==> src/rtl/lmbs_pkg.sv <==
// Shared types and constants of the bilinear light map sampler.
// Used by lmbs_axis, lmbs_blend and the top level; depends on nothing else.
package lmbs_pkg;

   // Fixed field widths of the item and register formats.
   localparam int POINT_WIDTH         = 24;
   localparam int ORIGIN_WIDTH        = 16;
   localparam int SIZE_WIDTH          = 13;
   localparam int ENTRY_INDEX_WIDTH   = 12;
   localparam int FIELD_CHANNEL_WIDTH = 16;

   // Row-major neighbor address: cell row times width plus column, with margin.
   localparam int NBR_ADDR_WIDTH = 27;

   // Stream and register port widths.
   localparam int REQ_TDATA_WIDTH = 112;
   localparam int RSP_TDATA_WIDTH = 48;
   localparam int CSR_INDEX_WIDTH = 2;
   localparam int CSR_DATA_WIDTH  = 16;

   // Item commands, carried in tuser.
   localparam logic CMD_WRITE = 1'b0;
   localparam logic CMD_QUERY = 1'b1;

   // Register indexes.
   localparam logic [CSR_INDEX_WIDTH-1:0] CSR_MAP_WIDTH  = 2'd0;
   localparam logic [CSR_INDEX_WIDTH-1:0] CSR_MAP_HEIGHT = 2'd1;
   localparam logic [CSR_INDEX_WIDTH-1:0] CSR_ORIGIN_X   = 2'd2;
   localparam logic [CSR_INDEX_WIDTH-1:0] CSR_ORIGIN_Y   = 2'd3;

   // Register reset value and the smallest effective map size.
   localparam logic [SIZE_WIDTH-1:0] MAP_SIZE_RESET = 13'd64;
   localparam logic [SIZE_WIDTH-1:0] MAP_SIZE_MIN   = 13'd2;

   // Which of the four neighbors fall inside the map memory.
   typedef struct packed {
      logic a11;
      logic a01;
      logic a10;
      logic a00;
   } nbr_ok_type;

endpackage

==> src/rtl/lmbs_axis.sv <==
// One axis of the sampling point: origin removal, cell/fraction split and clamp.
// Depends on lmbs_pkg.
module lmbs_axis #(
   parameter int FRAC_BITS = 8
) (
   input  logic signed [lmbs_pkg::POINT_WIDTH-1:0]  point,
   input  logic signed [lmbs_pkg::ORIGIN_WIDTH-1:0] origin,
   input  logic        [lmbs_pkg::SIZE_WIDTH-1:0]   size,
   output logic        [lmbs_pkg::SIZE_WIDTH-1:0]   cell_index,
   output logic        [FRAC_BITS:0]                frac
);

   localparam int RelWidth =
      ((lmbs_pkg::POINT_WIDTH > lmbs_pkg::ORIGIN_WIDTH + FRAC_BITS) ?
       lmbs_pkg::POINT_WIDTH : lmbs_pkg::ORIGIN_WIDTH + FRAC_BITS) + 1;
   localparam int CellWidth = RelWidth - FRAC_BITS;
   localparam logic [FRAC_BITS:0] FracOne = (FRAC_BITS + 1)'(1) << FRAC_BITS;

   logic signed [RelWidth-1:0]  point_ext;
   logic signed [RelWidth-1:0]  origin_ext;
   logic signed [RelWidth-1:0]  rel;
   logic signed [CellWidth-1:0] cell_raw;
   logic [lmbs_pkg::SIZE_WIDTH-1:0] size_eff;
   logic [lmbs_pkg::SIZE_WIDTH-1:0] size_m1;

   // Relative point in cell units; the arithmetic shift of the top bits is a floor.
   assign point_ext  = RelWidth'(point);
   assign origin_ext = RelWidth'(origin) <<< FRAC_BITS;
   assign rel        = point_ext - origin_ext;
   assign cell_raw   = rel[RelWidth-1:FRAC_BITS];

   // A map narrower than two cells behaves as two cells.
   assign size_eff = (size < lmbs_pkg::MAP_SIZE_MIN) ? lmbs_pkg::MAP_SIZE_MIN : size;
   assign size_m1  = size_eff - lmbs_pkg::SIZE_WIDTH'(1);

   // Keep the 2x2 neighborhood inside the map: before the map pins to the first
   // cell with no weight on the far side, at or past the last cell pins to the
   // second-last cell with full weight on the far side.
   always_comb begin
      if (cell_raw < 0) begin
         cell_index = '0;
         frac       = '0;
      end else if (cell_raw >= $signed(CellWidth'(size_m1))) begin
         cell_index = size_eff - lmbs_pkg::MAP_SIZE_MIN;
         frac       = FracOne;
      end else begin
         cell_index = lmbs_pkg::SIZE_WIDTH'(cell_raw);
         frac       = {1'b0, rel[FRAC_BITS-1:0]};
      end
   end

endmodule

==> config.mk <==
export PLATFORM = sky130hd
export DESIGN_NAME = lmbs_axis
export DESIGN_NICKNAME = d
export VERILOG_FILES = /design/src/rtl/lmbs_pkg.sv /design/src/rtl/lmbs_axis.sv
export SDC_FILE = /design/constraint.sdc
export NUM_CORES = 1
export LEC_CHECK = 0
export BUFFER_PORTS_ARGS = -buffer_cell sky130_fd_sc_hd__buf_4
export CAP_MARGIN = 30
export CELL_PAD_IN_SITES_DETAIL_PLACEMENT = 1
export CELL_PAD_IN_SITES_GLOBAL_PLACEMENT = 1
export CORE_MARGIN = 10
export CORE_UTILIZATION = 38
export DETAILED_ROUTE_END_ITERATION = 7
export PLACE_DENSITY = 0.92
export SKIP_LAST_GASP = 1
export SLEW_MARGIN = 20
export SYNTH_ARGS = -nofsm -noshare
export SYNTH_HDL_FRONTEND = slang
export SYNTH_SLANG_ARGS = --single-unit
==> constraint.sdc <==
create_clock -name vclk -period 16.2
set_clock_uncertainty 0.15 [all_clocks]
set_input_delay 2.43 -clock vclk [all_inputs]
set_output_delay 2.43 -clock vclk [all_outputs]
set_load 0.03 [all_outputs]
==> results_dict.tcl, run 1 <==
set metrics [dict create \
    max_freq_mhz 102 \
    startpoint "size[3]" \
    place_hpwl_um 6030 \
    layout-drive-gt1-share_pct 26.6 \
    antenna_found_initial 0 \
    critPathCaptureType "output pin" \
    endpoint "cell_index[1]" \
    tightest_slew_ns 0.813 \
    place.gp.congestion 0.885 \
    critPathSlowestCell "nor3_4" \
    path_cells "buf_4, nor4_1, a41oi_1, ha_1, nand2_1, or3_1, nor2b_1, xnor2_1, ha_1, a211oi_1, nand2_1, a311o_1, a211oi_1, mux2i_2, nor3_4, mux2i_1, buf_4" \
    wirelength_um 6880 \
    routed_via_density 5.50 \
    critPathMaxFanout 15 \
    ant_nets 0 \
    cap_violations 0 \
    status "finished, final reports clean" \
    rows 25 \
    io_buffers 75 \
    synth_top_area_share_pct 21.5 \
    post_cts_buffers 0 \
    drt_pass1_iterations 4 \
    crit_path_max_incr_delay_ns 0.62 \
    drc 0 \
    synth_warnings 0 \
    overflow 0 \
    place_area_mm2 0.00247 \
    core_area_mm2 0.00472 \
    synth_area_leaders "ha_1 22%, xnor2_1 9.4%, xor2_1 6.6%, nand2_1 5.7%, inv_1 4.6%" \
    syn_area_per_cell_um2 7.07 \
    grt_max_degree 22 \
    num_io_pins 75 \
    num_vias 2190 \
    seq_cell_count 0 \
    final_hold_viol_count 0 \
    die-area_mm2 0.00809 \
    fin_crit_ns 9.79 \
    synth-seq-area-share_pct 0 \
    synthTopCellsByCount "32 x ha_1, 28 x nand2_1, 23 x inv_1" \
    maxSlewViolCount 0 \
    grt_pass1_vias 2302 \
    worstSetupPathType "in -> out" \
    final_cell_area_mm2 0.00247 \
    avgRoutedWirePerCell_um 17.3 \
    crit_arrival_ns 7.21 \
    cellPowerDensity_mw_per_mm2 52.1 \
    synth_cell_types 50 \
    postCtsResizedCells 0 \
    seq_area_um2 0 \
    antenna_cells 0 \
    power.leakage_nw 1.22 \
    min_path_cells 3 \
    die_h_um 90.0 \
    rsz0062_at_grt "false" \
    grt_first_pass_wirelength_um 11400 \
    synthesis.nets 349 \
    worstPathRequired_ns 13.62 \
    synthCells 263 \
    yosysMostFrequentCell "ha_1" \
    track_usage_pct 16.1 \
    timing.slew.headroom_pct 45.4 \
    layout.nets 419 \
    synthToLayoutAreaGrowth_pct 32.9 \
    initial_core_util_pct 39.4 \
    ctsHoldBuffers 0 \
    start_kind "primary input" \
    tns_ns 0 \
    yosysTopAreaCell "ha_1" \
    dr.first_iter.drc_count 77 \
    nFillCells 636 \
    syn_area_mm2 0.00186 \
    n_clock_buffer 0 \
    setup_viol 0 \
    ir_drop_mv 0.0263 \
    multiInputGateArea_mm2 0.00174 \
    period_share_pct 60.5 \
    chipWidth_um 90.0 \
    min_path_type "in -> out" \
]
## area by class of cell
type | count | share of cell area (%)
inverters | 23 | 3.49
well taps | 67 | 3.39
repair buffers | 75 | 22.8
multi-input cells | 233 | 70.3
## where the power goes
part	internal, mW	total (mW)	switching [mW]
Clock	0	0	0
Sequential	0	0	0
Combinational	0.0521	0.129	0.0767
## stage by stage
step                instances  setup slack, ns  utilization (%)  hold slack (ns)  power, mW
finish                    398             6.41             52.3             5.07      0.129
global route              398             5.91             52.3             5.08      0.142
CTS                       398             6.44             52.3             5.07      0.129
detailed placement        398             6.42             52.3             5.07      0.128
global placement          398             6.55             52.3             5.06      0.124
floorplan                 263             6.98                -             4.93     0.0858
## worst max-delay path, delay by kind of cell
family,cells,cell delay [ns]
xor gates and xnor gates,1,0.16
adders and majority gates,2,0.71
buffers and inverters,2,0.31
and+or+nand+nor,6,1.46
muxes,2,0.54
AOI/OAI and AO/OA,4,1.60
## cell families after synthesis
logic type	Yosys count	share of synthesized area, %
xor+xnor	34	16.0
mux	6	3.50
compound gates	68	25.7
fa+ha+maj	33	22.6
buf+inv	30	6.53
simple gates	92	25.6
## placed cells by master, fill, tap and decap left out, types with 2 or more instances in the layout
cell | synthesis | layout
buf_4 | 0 | 75
ha_1 | 32 | 32
nand2_1 | 28 | 28
inv_1 | 23 | 23
xnor2_1 | 20 | 20
a21oi_1 | 16 | 16
nor2_1 | 16 | 16
xor2_1 | 14 | 14
nand3_1 | 10 | 10
o21ai_0 | 9 | 9
o31ai_1 | 7 | 7
nand2b_1 | 6 | 6
nor3_1 | 5 | 5
and3_1 | 5 | 5
a211oi_1 | 5 | 5
and3_2 | 5 | 5
o211a_1 | 5 | 5
mux2i_1 | 4 | 4
nor4_1 | 3 | 3
o211ai_1 | 3 | 3
a21o_1 | 3 | 3
o21a_1 | 3 | 3
a31oi_1 | 3 | 3
nand4_1 | 3 | 3
nor2b_1 | 2 | 2
and2_1 | 2 | 2
a311oi_1 | 2 | 2
a31o_2 | 2 | 2
## layer usage
metal  part of all wire, %  vias up  GRT usage (%)
met2                    48       55           29.4
li1                      -     1096              -
met5                     0        -              0
met4                  0.73        0          0.928
met1                    46     1037           20.1
met3                   4.4        2           2.33
## how the worst min path moves through the flow
stage,start,slack [ns],endpoint
floorplan,point[0],4.93,frac[0]
global placement,point[6],5.06,frac[6]
detailed placement,point[6],5.07,frac[6]
CTS,point[6],5.07,frac[6]
global route,point[7],5.08,frac[7]
finish,point[6],5.07,frac[6]
(Power assumes the default switching activity.)
==> run 2, diff against run 1 <==
--- a/config.mk
+++ b/config.mk
@@ -10,9 +10,9 @@
 export CELL_PAD_IN_SITES_DETAIL_PLACEMENT = 1
 export CELL_PAD_IN_SITES_GLOBAL_PLACEMENT = 1
 export CORE_MARGIN = 10
-export CORE_UTILIZATION = 38
+export CORE_UTILIZATION = 36
 export DETAILED_ROUTE_END_ITERATION = 7
-export PLACE_DENSITY = 0.92
+export PLACE_DENSITY = 0.88
 export SKIP_LAST_GASP = 1
 export SLEW_MARGIN = 20
 export SYNTH_ARGS = -nofsm -noshare
==> constraint.sdc (replaced) <==
create_clock -name vclk -period 9.85
set_clock_uncertainty 0.15 [all_clocks]
set_input_delay 1.4775 -clock vclk [all_inputs]
set_output_delay 1.4775 -clock vclk [all_outputs]
set_load 0.03 [all_outputs]
==> run 2 against run 1 <==
  * First-iteration DRC count shrank 30%
  * Cell count grew 0.75%
  * Global-route usage shrank 0.92 points
  * Clock-buffer cell count is the same
  * Power grew 64%
  * Flip-flop and latch count is the same
  * Non-clock buffer count is the same
  * Routed wire length shrank 4.0%
  * Design area grew 0.15%
  * Die area grew 4.3%
  * Worst hold slack lost 1.9 ns
  * Core utilization shrank 3.2 points
  * Critical endpoint is now cell_index[10]
  * Largest cell class unchanged
==> results_dict.tcl, run 2 (synthesis results as in run 1) <==
set metrics [dict create \
    status "finished, final reports clean" \
    die-area_mm2 0.00844 \
    crit_path_max_incr_delay_ns 0.62 \
    pre_cts_ws_ns 1.98 \
    final_hold_viol_count 0 \
    avgRoutedWirePerCell_um 16.5 \
    tns_ns 0 \
    grt_pass1_vias 2368 \
    antenna_found_initial 0 \
    cellPowerDensity_mw_per_mm2 85.2 \
    min_path_cells 3 \
    dp.cells 401 \
    seq_cell_count 0 \
    ant_nets 0 \
    antenna_cells 0 \
    setup_slack_ns 1.97 \
    core_area_mm2 0.00504 \
    rows 26 \
    initial_core_util_pct 36.9 \
    num_io_pins 75 \
    post_cts_buffers 0 \
    crit_family "compound AO/OA/AOI/OAI gates" \
    worstSetupPathType "in -> out" \
    routed_via_density 5.45 \
    grt_first_pass_wirelength_um 11300 \
    ir_drop_mv 0.0638 \
    n_clock_buffer 0 \
    dr.first_iter.drc_count 54 \
    final_common_cell "buf_4" \
    cap_violations 0 \
    drt_pass1_iterations 4 \
    grt_max_degree 22 \
    start_kind "primary input" \
    path_cells "buf_4, nor4_1, a41oi_1, ha_1, nand2_1, or3_1, nor2b_1, xnor2_1, ha_1, a211oi_1, nand2_1, a311o_1, a211oi_1, mux2i_2, nor3_4, mux2i_1, buf_4" \
    wirelength_um 6610 \
    p_comb_share_pct 100.0 \
    postCtsResizedCells 0 \
    fin_cells 401 \
    period_share_pct 80.0 \
    drc 0 \
    max_freq_mhz 127 \
    pwr-share-seq_pct 0 \
    place_hpwl_um 5820 \
    critPathSlowestCell "nor3_4" \
    path_buf_inv 2 \
    power.leakage_nw 1.22 \
    critPathMaxFanout 15 \
    io_buffers 75 \
    crit_arrival_ns 6.26 \
    nFillCells 685 \
    ctsHoldBuffers 0 \
    synthToLayoutAreaGrowth_pct 33.1 \
    fin_crit_ns 7.88 \
    tightest_slew_ns 0.790 \
    timing.slew.headroom_pct 47.0 \
    num_vias 2187 \
    seq_area_um2 0 \
    critPathCaptureType "output pin" \
    overflow 0 \
    place.gp.congestion 0.874 \
    min_path_type "in -> out" \
    chipWidth_um 91.9 \
    rsz0062_at_grt "false" \
    p_sw_mw 0.125 \
    layout.nets 419 \
    layout_common_cells "75 x buf_4, 32 x ha_1, 28 x nand2_1, 23 x inv_1, 20 x xnor2_1" \
    p_clk_share_pct 0 \
    swShare_pct 59.4 \
    maxSlewViolCount 0 \
    path_depth 17 \
    track_usage_pct 15.2 \
    setup_viol 0 \
    die_h_um 91.9 \
    power.internal_mw 0.0856 \
    layout-drive-gt1-share_pct 26.6 \
    worstPathRequired_ns 8.22 \
]
[run 2: path summary, 6_finish.rpt]
kind                  startpoint             end  slack [ns]
worst max-delay path     size[6]  cell_index[10]        1.97
worst min-delay path    point[6]         frac[6]        3.16
[run 2: per-stage QoR]
stage | utilization (%) | total power [mW] | cell area [um2] | hold slack (ns)
global route | 49.1 | 0.232 | 2470 | 3.18
global placement | 49.1 | 0.203 | 2470 | 3.16
CTS | 49.1 | 0.211 | 2470 | 3.16
detailed placement | 49.1 | 0.209 | 2470 | 3.16
finish | 49.1 | 0.211 | 2470 | 3.16
floorplan | - | 0.141 | 1860 | 3.03
[run 2: layout make-up]
cell class / instances / area, um2 / share of cell area, %
multi-input combinational: 233 / 1740 / 70.2
timing repair buffer: 75 / 563 / 22.8
tap: 70 / 87.6 / 3.54
inverter: 23 / 86.3 / 3.49
[run 2: tightest hold or removal path, cell delays in order]
cell and delay (ns):
buf_4 0.07, and3_1 0.13, buf_4 0.15
[run 2: per-layer routing]
layer | vias up | share of wire [%] | wire, um | GRT usage [%]
met4 | 0 | 0.29 | 19 | 0.386
met1 | 1024 | 47 | 3130 | 20.0
met2 | 65 | 48 | 3160 | 27.1
li1 | 1096 | - | - | -
met3 | 2 | 4.6 | 304 | 1.71
met5 | - | 0 | 0 | 0
[run 2: power groups by stage]
stage	registers (mW)	logic (mW)	clock network, mW
after floorplan	0	0.141	0
after global placement	0	0.203	0
after detailed placement	0	0.209	0
after CTS	0	0.211	0
after global routing	0	0.232	0
final	0	0.211	0
==> run 3, diff against run 2 <==
--- a/config.mk
+++ b/config.mk
@@ -5,14 +5,15 @@
 export SDC_FILE = /design/constraint.sdc
 export NUM_CORES = 1
 export LEC_CHECK = 0
+export ABC_AREA = 1
 export BUFFER_PORTS_ARGS = -buffer_cell sky130_fd_sc_hd__buf_4
 export CAP_MARGIN = 30
 export CELL_PAD_IN_SITES_DETAIL_PLACEMENT = 1
 export CELL_PAD_IN_SITES_GLOBAL_PLACEMENT = 1
 export CORE_MARGIN = 10
-export CORE_UTILIZATION = 36
+export CORE_UTILIZATION = 30
 export DETAILED_ROUTE_END_ITERATION = 7
-export PLACE_DENSITY = 0.88
+export PLACE_DENSITY = 0.82
 export SKIP_LAST_GASP = 1
 export SLEW_MARGIN = 20
 export SYNTH_ARGS = -nofsm -noshare
==> constraint.sdc (replaced) <==
create_clock -name vclk -period 6.4
set_clock_uncertainty 0.15 [all_clocks]
set_input_delay 0.96 -clock vclk [all_inputs]
set_output_delay 0.96 -clock vclk [all_outputs]
set_load 0.03 [all_outputs]
==> run 3 against run 2 <==
  * Sequential share of layout area unchanged
  * First-iteration DRC count decreased by 35%
  * Worst hold slack got worse by 1.1 ns
  * Core utilization decreased by 8.3 points
  * Critical endpoint is now cell_index[2]
  * Cell count increased by 27%
==> results_dict.tcl, run 3 <==
set metrics [dict create \
    status "finished, final reports clean" \
    nFillCells 899 \
    synth-seq-area-share_pct 0 \
    track_usage_pct 13.0 \
    chipWidth_um 101 \
    initial_core_util_pct 30.9 \
    routed_via_density 4.74 \
    start_kind "primary input" \
    rows 29 \
    synth_mux_area_share_pct 0 \
    core_area_mm2 0.00635 \
    layout_common_cells "104 x nand2_1, 75 x buf_4, 68 x inv_1, 55 x nor2_1, 32 x ha_1" \
    worstPathRequired_ns 5.29 \
    grt_pass1_vias 2575 \
    layout.nets 520 \
    n_clock_buffer 0 \
    avgRoutedWirePerCell_um 13.5 \
    synthToLayoutAreaGrowth_pct 32.3 \
    dr.first_iter.drc_count 35 \
    ctsHoldBuffers 0 \
    cap_violations 0 \
    wirelength_um 6850 \
    ant_nets 0 \
    max_freq_mhz 174 \
    num_io_pins 75 \
    fin_crit_ns 5.73 \
    path_buf_inv 4 \
    worstSetupPathType "in -> out" \
    seq_area_um2 0 \
    critPathCaptureType "output pin" \
    min_path_cells 4 \
    synthTopCellsByCount "104 x nand2_1, 68 x inv_1, 55 x nor2_1" \
    crit_path_max_incr_delay_ns 0.36 \
    min_from "point[3]" \
    critPathMaxFanout 20 \
    antenna_found_initial 0 \
    path_cells "buf_4, nor2_1, nand3_1, nor2_1, nor2_1, inv_1, ha_1, nand2_1, nor3_1, nand2_1, nor2_1, xnor2_1, ha_1, nand2_1, nor2_1, a211oi_1, nand3_2, nor2_4, nand3_2, inv_2, nand2_1, o21ai_0, buf_4" \
    layout-drive-gt1-share_pct 20.4 \
    synthCells 361 \
    yosys.area_share.adder_pct 21.5 \
    synth_top_area_share_pct 20.4 \
    timing.slew.headroom_pct 69.9 \
    synth_area_leaders "ha_1 20%, nand2_1 20%, inv_1 13%, nor2_1 11%, xor2_1 7.6%" \
    synthesis.nets 447 \
    path_common_cell "nor2_1" \
    place_hpwl_um 6230 \
    crit_arrival_ns 4.62 \
    holdPathEnd "frac[3]" \
    maxUsedRoutingLayer "met4" \
    grt_max_degree 21 \
    cellPowerDensity_mw_per_mm2 119 \
    syn_area_per_cell_um2 5.43 \
    synth_compound_area_share_pct 9.07 \
    synth_top_family_by_area "simple AND/OR/NAND/NOR gates" \
    io_buffers 75 \
    postCtsResizedCells 0 \
    drc 0 \
    finalPower_mw 0.308 \
    tightest_slew_ns 0.450 \
    die-area_mm2 0.0102 \
    min_path_type "in -> out" \
    power.leakage_nw 1.57 \
    tns_ns 0 \
    fin_cells 509 \
    yosysMostFrequentCell "nand2_1" \
    die_h_um 101 \
    drt-met1-wl_um 3020 \
    ir_drop_mv 0.0765 \
    syn_area_mm2 0.00196 \
    drt_pass1_iterations 4 \
    overflow 0 \
    seq_cell_count 0 \
    period_share_pct 89.6 \
    antenna_cells 0 \
    post_cts_buffers 0 \
    synth_simple_gate_area_share_pct 42.0 \
    synth_cell_types 30 \
    yosysTopAreaCell "ha_1" \
    rsz0062_at_grt "false" \
    route.met3.wl_um 221 \
    final_hold_viol_count 0 \
    final_common_cell "nand2_1" \
    wl_met2_um 3590 \
    synth-xor-area-share_pct 13.0 \
    crit_family "simple AND/OR/NAND/NOR gates" \
    maxSlewViolCount 0 \
    place.gp.congestion 0.893 \
    critPathSlowestCell "nand3_2" \
    dp.cells 509 \
    grt_first_pass_wirelength_um 11500 \
    synth_warnings 0 \
    setup_viol 0 \
    num_vias 2411 \
]
[run 3: changes by cell type after synthesis, moves of 5 or more]
cell,previous run,this run
xnor2_1,20,12
nand3_2,0,5
nand2b_1,6,0
nand2_1,28,104
nor2_1,16,55
o31ai_1,7,0
inv_1,23,68
o211a_1,5,0
and3_2,5,0
clkbuf_1,5,0
[run 3: layout make-up]
class,instances,area [um2],area share [%]
inverters,69,259,9.99
multi-input cells,288,1670,64.6
well taps,77,96.3,3.72
repair buffers,75,563,21.7
[run 3: worst max-delay path by stage]
| stage | cells past startpoint | slack (ns) | start | endpoint |
|---|---|---|---|---|
| floorplan | 23 | 1.33 | size[8] | cell_index[4] |
| global placement | 23 | 0.90 | size[3] | cell_index[2] |
| detailed placement | 23 | 0.64 | size[3] | cell_index[2] |
| CTS | 23 | 0.61 | size[3] | cell_index[2] |
| global route | 23 | 0.10 | size[3] | cell_index[2] |
| finish | 23 | 0.67 | size[3] | cell_index[2] |
[run 3: report_power, final]
part | switching [mW] | leakage [nW] | internal (mW)
clock network | 0 | 0 | 0
registers | 0 | 0 | 0
logic | 0.189 | 1.57 | 0.119
total | 0.189 | 1.57 | 0.119
[run 3: cells by family (layout without fill, tap and decap cells)]
logic type                 after synthesis  count (layout)
and+or+nand+nor                        194             194
AOI/OAI and AO/OA                       32              32
buffers and inverters                   73             144
adders and majority gates               33              33
xor gates and xnor gates                29              29
[run 3: per-stage QoR]
stage	cell area, um2	hold slack, ns	worst slack, ns	util (%)
finish	2590	2.11	0.667	40.8
global route	2590	2.12	0.102	40.8
global placement	2590	2.10	0.904	40.8
detailed placement	2590	2.11	0.640	40.8
CTS	2590	2.11	0.610	40.8
floorplan	1960	1.92	1.33	-
[run 3: metal layers]
layer  track usage [%]  vias to the layer above
met5                 0                        -
met4             0.435                        0
met3             0.960                        2
met2              25.6                       37
met1              15.5                     1116
li1                  -                     1256
